`src/rtl/snc_pkg.sv`:
```
// Shared types, constants and the volume table for the note stream converter.
// Used by snc_alu, snc_core, snc_obuf and the top level sound_note_stream_converter.
package snc_pkg;

    localparam int CH_W    = 2;
    localparam int BYTE_W  = 8;
    localparam int BEAT_W  = 32;
    localparam int DIV_W   = 10;
    localparam int NUM_W   = 17;
    localparam int FREQ_W  = 16;
    localparam int CNT_W   = 5;
    localparam int TDATA_W = 48;
    localparam int TUSER_W = 3;

    localparam logic [NUM_W-1:0]  CLOCK_NUM   = 17'd111860;
    localparam logic [BEAT_W-1:0] RATE_MULT   = 32'd176026;
    localparam logic [CNT_W-1:0]  DIV_STEPS   = 5'd17;
    localparam logic [CNT_W-1:0]  MUL_STEPS   = 5'd16;
    localparam logic [BYTE_W-1:0] END_BYTE    = 8'hFF;
    localparam logic [3:0]        SILENT_VOL  = 4'hF;

    typedef enum logic [0:0] {
        ALU_ADD = 1'b0,
        ALU_SUB = 1'b1
    } alu_op_t;

    typedef struct packed {
        logic [BYTE_W-1:0] out_byte;
        logic [CH_W-1:0]   channel_index;
        logic              last_of_run;
        logic              sound_done;
        logic [BEAT_W-1:0] total_beats;
        logic              periodic_pass_needed;
    } result_t;

    // Handover of finished results from the core to the output buffer.
    typedef struct packed {
        logic valid;
        logic two;
    } push_t;

    function automatic result_t make_result(input logic [BYTE_W-1:0] b,
                                            input logic [CH_W-1:0] ch,
                                            input logic last);
        result_t r;
        r.out_byte             = b;
        r.channel_index        = ch;
        r.last_of_run          = last;
        r.sound_done           = 1'b0;
        r.total_beats          = '0;
        r.periodic_pass_needed = 1'b0;
        return r;
    endfunction

    function automatic logic [BYTE_W-1:0] vol_map(input logic [3:0] n);
        logic [BYTE_W-1:0] v;
        unique case (n)
            4'd0:  v = 8'd63;
            4'd1:  v = 8'd59;
            4'd2:  v = 8'd55;
            4'd3:  v = 8'd51;
            4'd4:  v = 8'd47;
            4'd5:  v = 8'd43;
            4'd6:  v = 8'd39;
            4'd7:  v = 8'd35;
            4'd8:  v = 8'd31;
            4'd9:  v = 8'd27;
            4'd10: v = 8'd23;
            4'd11: v = 8'd19;
            4'd12: v = 8'd15;
            4'd13: v = 8'd11;
            4'd14: v = 8'd7;
            default: v = 8'd0;
        endcase
        return v;
    endfunction

endpackage

```
`src/rtl/snc_alu.sv`:
```
// Shared 32-bit add/subtract unit of the note stream converter.
// Depends on snc_pkg for the operation code.
module snc_alu import snc_pkg::*; (
    input  alu_op_t           op_i,
    input  logic [BEAT_W-1:0] a_i,
    input  logic [BEAT_W-1:0] b_i,
    output logic [BEAT_W-1:0] res_o,
    output logic              carry_o
);

    logic [BEAT_W:0] sum;

    always_comb begin
        unique case (op_i)
            ALU_ADD: sum = {1'b0, a_i} + {1'b0, b_i};
            ALU_SUB: sum = {1'b0, a_i} - {1'b0, b_i};
        endcase
    end

    // For a subtraction the top bit is the borrow, set when a_i < b_i.
    assign res_o   = sum[BEAT_W-1:0];
    assign carry_o = sum[BEAT_W];

endmodule

```
`src/rtl/snc_core.sv`:
```
// Sequencer and state of the note stream converter: decodes note bytes and
// drives the shared adder for sums, compares, division and multiplication.
// Depends on snc_pkg and snc_alu.
module snc_core import snc_pkg::*; #(
    parameter int NUM_CHANNELS = 4
) (
    input  logic                aclk,
    input  logic                aresetn,
    input  logic                in_valid_i,
    output logic                in_ready_o,
    input  logic [BYTE_W-1:0]   in_byte_i,
    input  logic                obuf_empty_i,
    output push_t               push_o,
    output result_t [1:0]       res_o
);

    localparam logic [CH_W-1:0] LAST_CH = CH_W'(NUM_CHANNELS - 1);

    typedef enum logic [5:0] {
        ST_IDLE = 6'b000001,
        ST_SAT  = 6'b000010,
        ST_MAXC = 6'b000100,
        ST_DIV  = 6'b001000,
        ST_MUL  = 6'b010000,
        ST_WAIT = 6'b100000
    } state_t;

    state_t              state_reg, state_next;
    logic [2:0]          pos_reg, pos_next;
    logic [CH_W-1:0]     chan_reg, chan_next;
    logic [BYTE_W-1:0]   held_reg, held_next;
    logic [BEAT_W-1:0]   sum_reg, sum_next;
    logic [BEAT_W-1:0]   max_reg, max_next;
    logic                per_reg, per_next;
    logic                aud_reg, aud_next;
    logic [CNT_W-1:0]    cnt_reg, cnt_next;

    logic [DIV_W-1:0]    d_reg, d_next;
    logic [DIV_W-1:0]    rem_reg, rem_next;
    logic [NUM_W-1:0]    num_reg, num_next;
    logic [NUM_W-1:0]    quo_reg, quo_next;
    logic [FREQ_W-1:0]   f_reg, f_next;
    logic [BEAT_W-1:0]   mcand_reg, mcand_next;
    logic [BEAT_W-1:0]   acc_reg, acc_next;
    result_t             res0_reg, res0_next;
    result_t             res1_reg, res1_next;
    logic                two_reg, two_next;

    alu_op_t             alu_op;
    logic [BEAT_W-1:0]   alu_a, alu_b, alu_res;
    logic                alu_carry;

    logic [2:0]          pos_eff;
    logic                noise;
    logic [DIV_W-1:0]    d_raw;
    logic [NUM_W:0]      q_inc;
    logic [BEAT_W-1:0]   acc_step;
    logic [BEAT_W-1:0]   new_max;
    push_t               push;

    snc_alu u_alu (
        .op_i    (alu_op),
        .a_i     (alu_a),
        .b_i     (alu_b),
        .res_o   (alu_res),
        .carry_o (alu_carry)
    );

    assign in_ready_o = (state_reg == ST_IDLE);
    assign push_o     = push;
    assign res_o[0]   = res0_reg;
    assign res_o[1]   = res1_reg;

    always_comb begin
        state_next = state_reg;
        pos_next   = pos_reg;
        chan_next  = chan_reg;
        held_next  = held_reg;
        sum_next   = sum_reg;
        max_next   = max_reg;
        per_next   = per_reg;
        aud_next   = aud_reg;
        cnt_next   = cnt_reg;
        d_next     = d_reg;
        rem_next   = rem_reg;
        num_next   = num_reg;
        quo_next   = quo_reg;
        f_next     = f_reg;
        mcand_next = mcand_reg;
        acc_next   = acc_reg;
        res0_next  = res0_reg;
        res1_next  = res1_reg;
        two_next   = two_reg;
        push       = '0;
        alu_op     = ALU_ADD;
        alu_a      = '0;
        alu_b      = '0;
        q_inc      = '0;
        acc_step   = acc_reg;
        new_max    = max_reg;

        pos_eff = (pos_reg > 3'd4) ? 3'd0 : pos_reg;
        noise   = (chan_reg == LAST_CH);
        d_raw   = {held_reg[5:0], in_byte_i[3:0]};

        unique case (state_reg)
            ST_IDLE: begin
                if (in_valid_i) begin
                    unique case (pos_eff)
                        3'd1: begin
                            two_next = 1'b1;
                            if (held_reg == END_BYTE && in_byte_i == END_BYTE) begin
                                res0_next  = make_result(END_BYTE, chan_reg, 1'b0);
                                res1_next  = make_result(END_BYTE, chan_reg, 1'b1);
                                pos_next   = 3'd0;
                                state_next = ST_MAXC;
                            end else begin
                                res0_next  = make_result(held_reg, chan_reg, 1'b0);
                                res1_next  = make_result(in_byte_i, chan_reg, 1'b1);
                                acc_next   = {16'd0, in_byte_i, held_reg};
                                pos_next   = 3'd2;
                                state_next = ST_SAT;
                            end
                        end
                        3'd3: begin
                            pos_next = 3'd4;
                            if (noise) begin
                                if (!in_byte_i[2]) begin
                                    per_next = 1'b1;
                                end
                                res0_next  = make_result(held_reg, chan_reg, 1'b0);
                                res1_next  = make_result(in_byte_i, chan_reg, 1'b1);
                                two_next   = 1'b1;
                                state_next = ST_WAIT;
                            end else begin
                                d_next     = (d_raw == '0) ? DIV_W'(1) : d_raw;
                                rem_next   = '0;
                                num_next   = CLOCK_NUM;
                                quo_next   = '0;
                                cnt_next   = DIV_STEPS - 5'd1;
                                state_next = ST_DIV;
                            end
                        end
                        3'd4: begin
                            if (noise && in_byte_i[3:0] != SILENT_VOL) begin
                                aud_next = 1'b1;
                            end
                            res0_next  = make_result(vol_map(in_byte_i[3:0]), chan_reg, 1'b1);
                            two_next   = 1'b0;
                            pos_next   = 3'd0;
                            state_next = ST_WAIT;
                        end
                        default: begin
                            // First byte of a pair is kept until its partner arrives.
                            held_next = in_byte_i;
                            pos_next  = pos_eff + 3'd1;
                        end
                    endcase
                end
            end
            ST_SAT: begin
                alu_op     = ALU_ADD;
                alu_a      = sum_reg;
                alu_b      = acc_reg;
                sum_next   = alu_carry ? '1 : alu_res;
                state_next = ST_WAIT;
            end
            ST_MAXC: begin
                alu_op  = ALU_SUB;
                alu_a   = max_reg;
                alu_b   = sum_reg;
                new_max = alu_carry ? sum_reg : max_reg;
                if (chan_reg == LAST_CH) begin
                    res1_next.sound_done           = 1'b1;
                    res1_next.total_beats          = new_max;
                    res1_next.periodic_pass_needed = per_reg & aud_reg;
                    pos_next  = '0;
                    chan_next = '0;
                    held_next = '0;
                    sum_next  = '0;
                    max_next  = '0;
                    per_next  = 1'b0;
                    aud_next  = 1'b0;
                end else begin
                    max_next  = new_max;
                    sum_next  = '0;
                    chan_next = chan_reg + CH_W'(1);
                end
                state_next = ST_WAIT;
            end
            ST_DIV: begin
                // One restoring division step: shift in a numerator bit, try to subtract.
                alu_op   = ALU_SUB;
                alu_a    = {21'd0, rem_reg, num_reg[NUM_W-1]};
                alu_b    = {22'd0, d_reg};
                num_next = {num_reg[NUM_W-2:0], 1'b0};
                if (!alu_carry) begin
                    rem_next = alu_res[DIV_W-1:0];
                    quo_next = {quo_reg[NUM_W-2:0], 1'b1};
                end else begin
                    rem_next = {rem_reg[DIV_W-2:0], num_reg[NUM_W-1]};
                    quo_next = {quo_reg[NUM_W-2:0], 1'b0};
                end
                if (cnt_reg == '0) begin
                    q_inc      = {1'b0, quo_next} + 18'd1;
                    f_next     = q_inc[FREQ_W:1];
                    acc_next   = '0;
                    mcand_next = RATE_MULT;
                    cnt_next   = MUL_STEPS - 5'd1;
                    state_next = ST_MUL;
                end else begin
                    cnt_next = cnt_reg - 5'd1;
                end
            end
            ST_MUL: begin
                // Shift-add multiply, one multiplier bit per cycle, kept modulo 2^32.
                alu_op     = ALU_ADD;
                alu_a      = acc_reg;
                alu_b      = mcand_reg;
                acc_step   = f_reg[0] ? alu_res : acc_reg;
                acc_next   = acc_step;
                mcand_next = {mcand_reg[BEAT_W-2:0], 1'b0};
                f_next     = {1'b0, f_reg[FREQ_W-1:1]};
                if (cnt_reg == '0) begin
                    res0_next  = make_result(acc_step[23:16], chan_reg, 1'b0);
                    res1_next  = make_result(acc_step[31:24], chan_reg, 1'b1);
                    two_next   = 1'b1;
                    state_next = ST_WAIT;
                end else begin
                    cnt_next = cnt_reg - 5'd1;
                end
            end
            ST_WAIT: begin
                if (obuf_empty_i) begin
                    push.valid = 1'b1;
                    push.two   = two_reg;
                    state_next = ST_IDLE;
                end
            end
            default: state_next = ST_IDLE;
        endcase
    end

    always_ff @(posedge aclk) begin
        if (!aresetn) begin
            state_reg <= ST_IDLE;
            pos_reg   <= '0;
            chan_reg  <= '0;
            held_reg  <= '0;
            sum_reg   <= '0;
            max_reg   <= '0;
            per_reg   <= 1'b0;
            aud_reg   <= 1'b0;
            cnt_reg   <= '0;
        end else begin
            state_reg <= state_next;
            pos_reg   <= pos_next;
            chan_reg  <= chan_next;
            held_reg  <= held_next;
            sum_reg   <= sum_next;
            max_reg   <= max_next;
            per_reg   <= per_next;
            aud_reg   <= aud_next;
            cnt_reg   <= cnt_next;
        end
    end

    always_ff @(posedge aclk) begin
        d_reg     <= d_next;
        rem_reg   <= rem_next;
        num_reg   <= num_next;
        quo_reg   <= quo_next;
        f_reg     <= f_next;
        mcand_reg <= mcand_next;
        acc_reg   <= acc_next;
        res0_reg  <= res0_next;
        res1_reg  <= res1_next;
        two_reg   <= two_next;
    end

    a_pos_range: assert property (@(posedge aclk) disable iff (!aresetn)
        pos_reg <= 3'd4)
        else $error("note position left the five-byte note");

    a_div_count: assert property (@(posedge aclk) disable iff (!aresetn)
        (state_reg == ST_DIV) |-> (cnt_reg < DIV_STEPS))
        else $error("division step count out of range");

    a_push_empty: assert property (@(posedge aclk) disable iff (!aresetn)
        push.valid |-> obuf_empty_i)
        else $error("results handed over while the output buffer is busy");

endmodule

```
`src/rtl/snc_obuf.sv`:
```
// Two-entry output buffer of the note stream converter; drains results one
// item per cycle on the master stream while m_ready_i is high. Depends on snc_pkg.
module snc_obuf import snc_pkg::*; (
    input  logic          aclk,
    input  logic          aresetn,
    input  push_t         push_i,
    input  result_t [1:0] res_i,
    output logic          empty_o,
    output logic          m_valid_o,
    input  logic          m_ready_i,
    output result_t       m_res_o
);

    logic [1:0] cnt_reg, cnt_next;
    result_t    slot0_reg, slot0_next;
    result_t    slot1_reg, slot1_next;

    assign empty_o   = (cnt_reg == 2'd0);
    assign m_valid_o = (cnt_reg != 2'd0);
    assign m_res_o   = slot0_reg;

    always_comb begin
        cnt_next   = cnt_reg;
        slot0_next = slot0_reg;
        slot1_next = slot1_reg;
        if (push_i.valid) begin
            slot0_next = res_i[0];
            slot1_next = res_i[1];
            cnt_next   = push_i.two ? 2'd2 : 2'd1;
        end else if (m_valid_o && m_ready_i) begin
            slot0_next = slot1_reg;
            cnt_next   = cnt_reg - 2'd1;
        end
    end

    always_ff @(posedge aclk) begin
        if (!aresetn) begin
            cnt_reg <= 2'd0;
        end else begin
            cnt_reg <= cnt_next;
        end
    end

    always_ff @(posedge aclk) begin
        slot0_reg <= slot0_next;
        slot1_reg <= slot1_next;
    end

    a_cnt_range: assert property (@(posedge aclk) disable iff (!aresetn)
        cnt_reg <= 2'd2)
        else $error("output buffer holds more than two items");

    a_last_tail: assert property (@(posedge aclk) disable iff (!aresetn)
        (cnt_reg == 2'd1) |-> slot0_reg.last_of_run)
        else $error("final buffered item is not marked last");

    a_push_idle: assert property (@(posedge aclk) disable iff (!aresetn)
        push_i.valid |-> (cnt_reg == 2'd0))
        else $error("load into a non-empty output buffer");

endmodule

```
`src/rtl/sound_note_stream_converter.sv`:
```
// Note stream converter. A byte is taken in only while the core is idle; a held first
// byte of a pair gives no result. Duration bytes pass a saturating add, end markers a
// max compare, tone frequency bytes 17 division and 16 shift-add steps through the one
// shared adder; noise frequency and volume bytes none. All then wait for an empty buffer.
// With m_axis_tready high, results leave a two-entry buffer one per cycle as bytes come in.
// aresetn (synchronous, active low) clears all note state, sums and the buffer.
module sound_note_stream_converter import snc_pkg::*; #(
    parameter int NUM_CHANNELS = 4
) (
    input  logic               aclk,
    input  logic               aresetn,
    input  logic               s_axis_tvalid,
    output logic               s_axis_tready,
    input  logic [7:0]         s_axis_tdata,   // [7:0] data_byte
    output logic               m_axis_tvalid,
    input  logic               m_axis_tready,
    // [7:0] out_byte, [39:8] total_beats, [40] periodic_pass_needed, rest zero
    output logic [TDATA_W-1:0] m_axis_tdata,
    // [1:0] channel_index, [2] sound_done
    output logic [TUSER_W-1:0] m_axis_tuser,
    output logic               m_axis_tlast
);

    push_t         push;
    result_t [1:0] res;
    result_t       m_res;
    logic          obuf_empty;

    snc_core #(
        .NUM_CHANNELS (NUM_CHANNELS)
    ) u_core (
        .aclk         (aclk),
        .aresetn      (aresetn),
        .in_valid_i   (s_axis_tvalid),
        .in_ready_o   (s_axis_tready),
        .in_byte_i    (s_axis_tdata),
        .obuf_empty_i (obuf_empty),
        .push_o       (push),
        .res_o        (res)
    );

    snc_obuf u_obuf (
        .aclk      (aclk),
        .aresetn   (aresetn),
        .push_i    (push),
        .res_i     (res),
        .empty_o   (obuf_empty),
        .m_valid_o (m_axis_tvalid),
        .m_ready_i (m_axis_tready),
        .m_res_o   (m_res)
    );

    assign m_axis_tdata = {7'd0, m_res.periodic_pass_needed, m_res.total_beats,
                           m_res.out_byte};
    assign m_axis_tuser = {m_res.sound_done, m_res.channel_index};
    assign m_axis_tlast = m_res.last_of_run;

endmodule
```
`config.mk`:
```
export PLATFORM = sky130hd
export DESIGN_NAME = sound_note_stream_converter
export DESIGN_NICKNAME = d
export VERILOG_FILES = /design/src/rtl/snc_pkg.sv /design/src/rtl/snc_alu.sv /design/src/rtl/snc_core.sv /design/src/rtl/snc_obuf.sv /design/src/rtl/sound_note_stream_converter.sv
export SDC_FILE = /design/constraint.sdc
export NUM_CORES = 1
export LEC_CHECK = 0
export ABC_AREA = 1
export BUFFER_PORTS_ARGS = -buffer_cell sky130_fd_sc_hd__buf_2
export CORE_MARGIN = 5
export CORE_UTILIZATION = 29
export CTS_CLUSTER_DIAMETER = 80
export DETAILED_ROUTE_END_ITERATION = 10
export REMOVE_ABC_BUFFERS = 1
export SLEW_MARGIN = 10
export SYNTH_ARGS = -nofsm -noshare
export SYNTH_HDL_FRONTEND = slang
export SYNTH_SLANG_ARGS = --single-unit
```
`constraint.sdc`:
```
create_clock -name aclk -period 9.6 [get_ports aclk]
set_input_delay 1.92 -clock aclk [delete_from_list [all_inputs] [get_ports aclk]]
set_output_delay 1.92 -clock aclk [all_outputs]
set_load 0.02 [all_outputs]
```
==> impl_metrics.toml <==
[run_status]
outcome = "complete, no violations"

[routing]
ant_nets = 0
drcViolationCount = 0
viasPerCell = 4.96
drt-initial-drc-count = 1418
wirelength_mm = 55.9
drtPass1Iterations = 5
num_vias = 15800
wl_per_cell_microns = 17.6

[layout]
seqCellArea_sq_mm = 0.0101
area_growth_pct = 12.1
layout_commonest_cell = "nand2_1"
multi_input_area_sq_mm = 0.00800
largest_reg_flops = 55
drive_gt1_frac = 0.123
final_cell_mix = "nand2_1 (560), edfxtp_1 (275), inv_1 (273)"
fillers = 7010
antenna_cells = 0
final_nets = 2329
final_core_util = 0.328

[min_path]
hold_class = "flip-flop to flip-flop"

[timing]
worstMarginPinSlew_ns = 1.07
setup_viol = 0
drv_slew = 0
layout_min_cycle_time_ns = 6.80
rsz0062_at_grt = "no"
fin_skew_ns = 0.0314
min_period_over_period = 0.709
fin_setup_tns_ns = 0
fmax_mhz = 147
hold_viol_final = 0
max_slew_margin = 0.285

[pwr]
p_per_area_mw_per_mm2 = 369
power.leakage_nw = 9.19
ir_drop_uv = 358

[worst_setup_path]
cp-start-kind = "flip-flop"
slowest_delay_ns = 0.79
cp_slowest_cell = "inv_2"
cpMostUsedCell = "nand2_1"
cp.arrival_ns = 7.12
cp_max_fo = 71
cp.required_ns = 9.92
end_kind = "flip-flop"
crit_type = "flip-flop to flip-flop"

[die]
fp.dieArea_sq_mm = 0.0733
die_height_microns = 271
die_w_microns = 271
ios = 66
start_util = 0.293
core_area_sq_mm = 0.0673
rows = 95

[cts]
clk_path_buf_depth = 3
cts_tree = "yes"
cts.clk_slew.worst_paths_ns = 0.07
cts_setup_buffers = 0
numCtsBuffers = 40
clk_latency_ns = 0.59
cts_max_level = 2
post_cts_resized = 0
cts_root_buf = "clkbuf_16"
cts_hold_buf = 0
clkSinkCount = 367

[synthesis]
synth_flop_cell = "edfxtp_1"
synth_cell_types = 58
synthCells = 2257
yosysSeqAreaShare = 0.512
synth_seq_cells = 367
ys_warn_count = 0
synth_top_area_frac = 0.419
synthArstFlopShare = 0
synth_top_area_cell = "edfxtp_1"
synth.avg_cell_area_sq_um = 8.73
synth_edf_count = 275
netlist_area_sq_mm = 0.0197
yosys-top-cells-area = "edfxtp_1 (42%), nand2_1 (11%), dfxtp_1 (9.3%)"

[placement]
gp_congestion = 0.948
port-buffer-count = 58
hpwl_mm = 40.2

[global_route]
grt_max_degree = 72
grt_use_total = 0.148
grt_overflow_total = 0
antenna_found_initial = 0
grt_pass1_wl_mm = 87.0
grt_pass1_vias = 15200

[flow_run]
cap_violations = 0
==> metal layers <==
layer | track usage | share of wire | wire, microns
met3 | 0.0270 | 0.069 | 3860
met4 | 0.0453 | 0.028 | 1560
met2 | 0.238 | 0.46 | 25500
met1 | 0.203 | 0.45 | 25100
met5 | 0 | 0 | 0
==> final cells by class <==
cell class	count	share of cell area
Clock buffer	57	0.0505
Clock inverter	17	0.0106
Inverter	282	0.0480
Multi-Input combinational cell	1500	0.362
Sequential cell	367	0.457
Tap cell	873	0.0494
Timing Repair Buffer	85	0.0223
==> final timing paths <==
path / endpoint / startpoint / slack (ns) / cells past startpoint
setup / recovery: u_core.res_o[46] / u_core.state_reg[0] / 2.80 / 29
hold / removal: u_obuf.slot1_reg[0] / u_core.res_o[45] / 0.42 / 0
setup reg to reg: u_core.res_o[46] / u_core.state_reg[0] / 2.80 / 29
hold reg to reg: u_obuf.slot1_reg[0] / u_core.res_o[45] / 0.42 / 0
==> power breakdown <==
| part | total, mW | switching, mW | internal, mW |
|---|---|---|---|
| Combinational | 4.15 | 3.07 | 1.08 |
| Sequential | 2.40 | 0.157 | 2.24 |
| Clock | 1.60 | 0.671 | 0.932 |
| Total | 8.15 | 3.89 | 4.26 |
==> worst max-delay path, delay by kind of cell (launching register included) <==
kind | cells | cell delay, ns
AOI/OAI and AO/OA | 5 | 0.80
xor gates and xnor gates | 1 | 0.15
adders and majority gates | 1 | 0.36
buffers and inverters | 5 | 1.56
DFF | 1 | 0.35
and+or+nand+nor | 17 | 3.26
==> synthesized netlist by cell type (19+ instances only) <==
library cell	number
o211ai_1	21
or2_2	23
nor2_1	228
nand2_1	561
a21oi_2	25
o22ai_1	25
clkbuf_1	50
o21ai_0	73
ha_1	40
nand3_1	72
xor2_1	42
inv_1	275
nor3_1	19
edfxtp_1	275
o211ai_2	30
nand4_1	75
buf_2	20
a21oi_1	108
dfxtp_1	92
==> metrics by stage <==
step	power, mW	std cells	cell area [sq um]	hold WS [ns]	setup WS (ns)
after floorplan	5.23	2149	19100	0.400	0.193
after global placement	6.51	3107	20700	0.400	3.00
after detailed placement	6.52	3107	20700	0.405	2.84
after CTS	8.14	3181	22100	0.414	2.83
after global routing	8.72	3181	22100	0.420	2.27
final	8.15	3181	22100	0.416	2.80
==> kinds of logic (layout without fill, tap and decap cells) <==
| kind of cell | Yosys count | after routing | share of synthesized area |
|---|---|---|---|
| compound gates | 360 | 360 | 0.122 |
| xor+xnor | 55 | 55 | 0.0244 |
| fa+ha+maj | 41 | 41 | 0.0264 |
| buf+inv | 396 | 441 | 0.0855 |
| flops | 367 | 367 | 0.512 |
| other cells | 1 | 7 | 0.000190 |
| simple gates | 1037 | 1037 | 0.229 |
(Power assumes the default switching activity.)
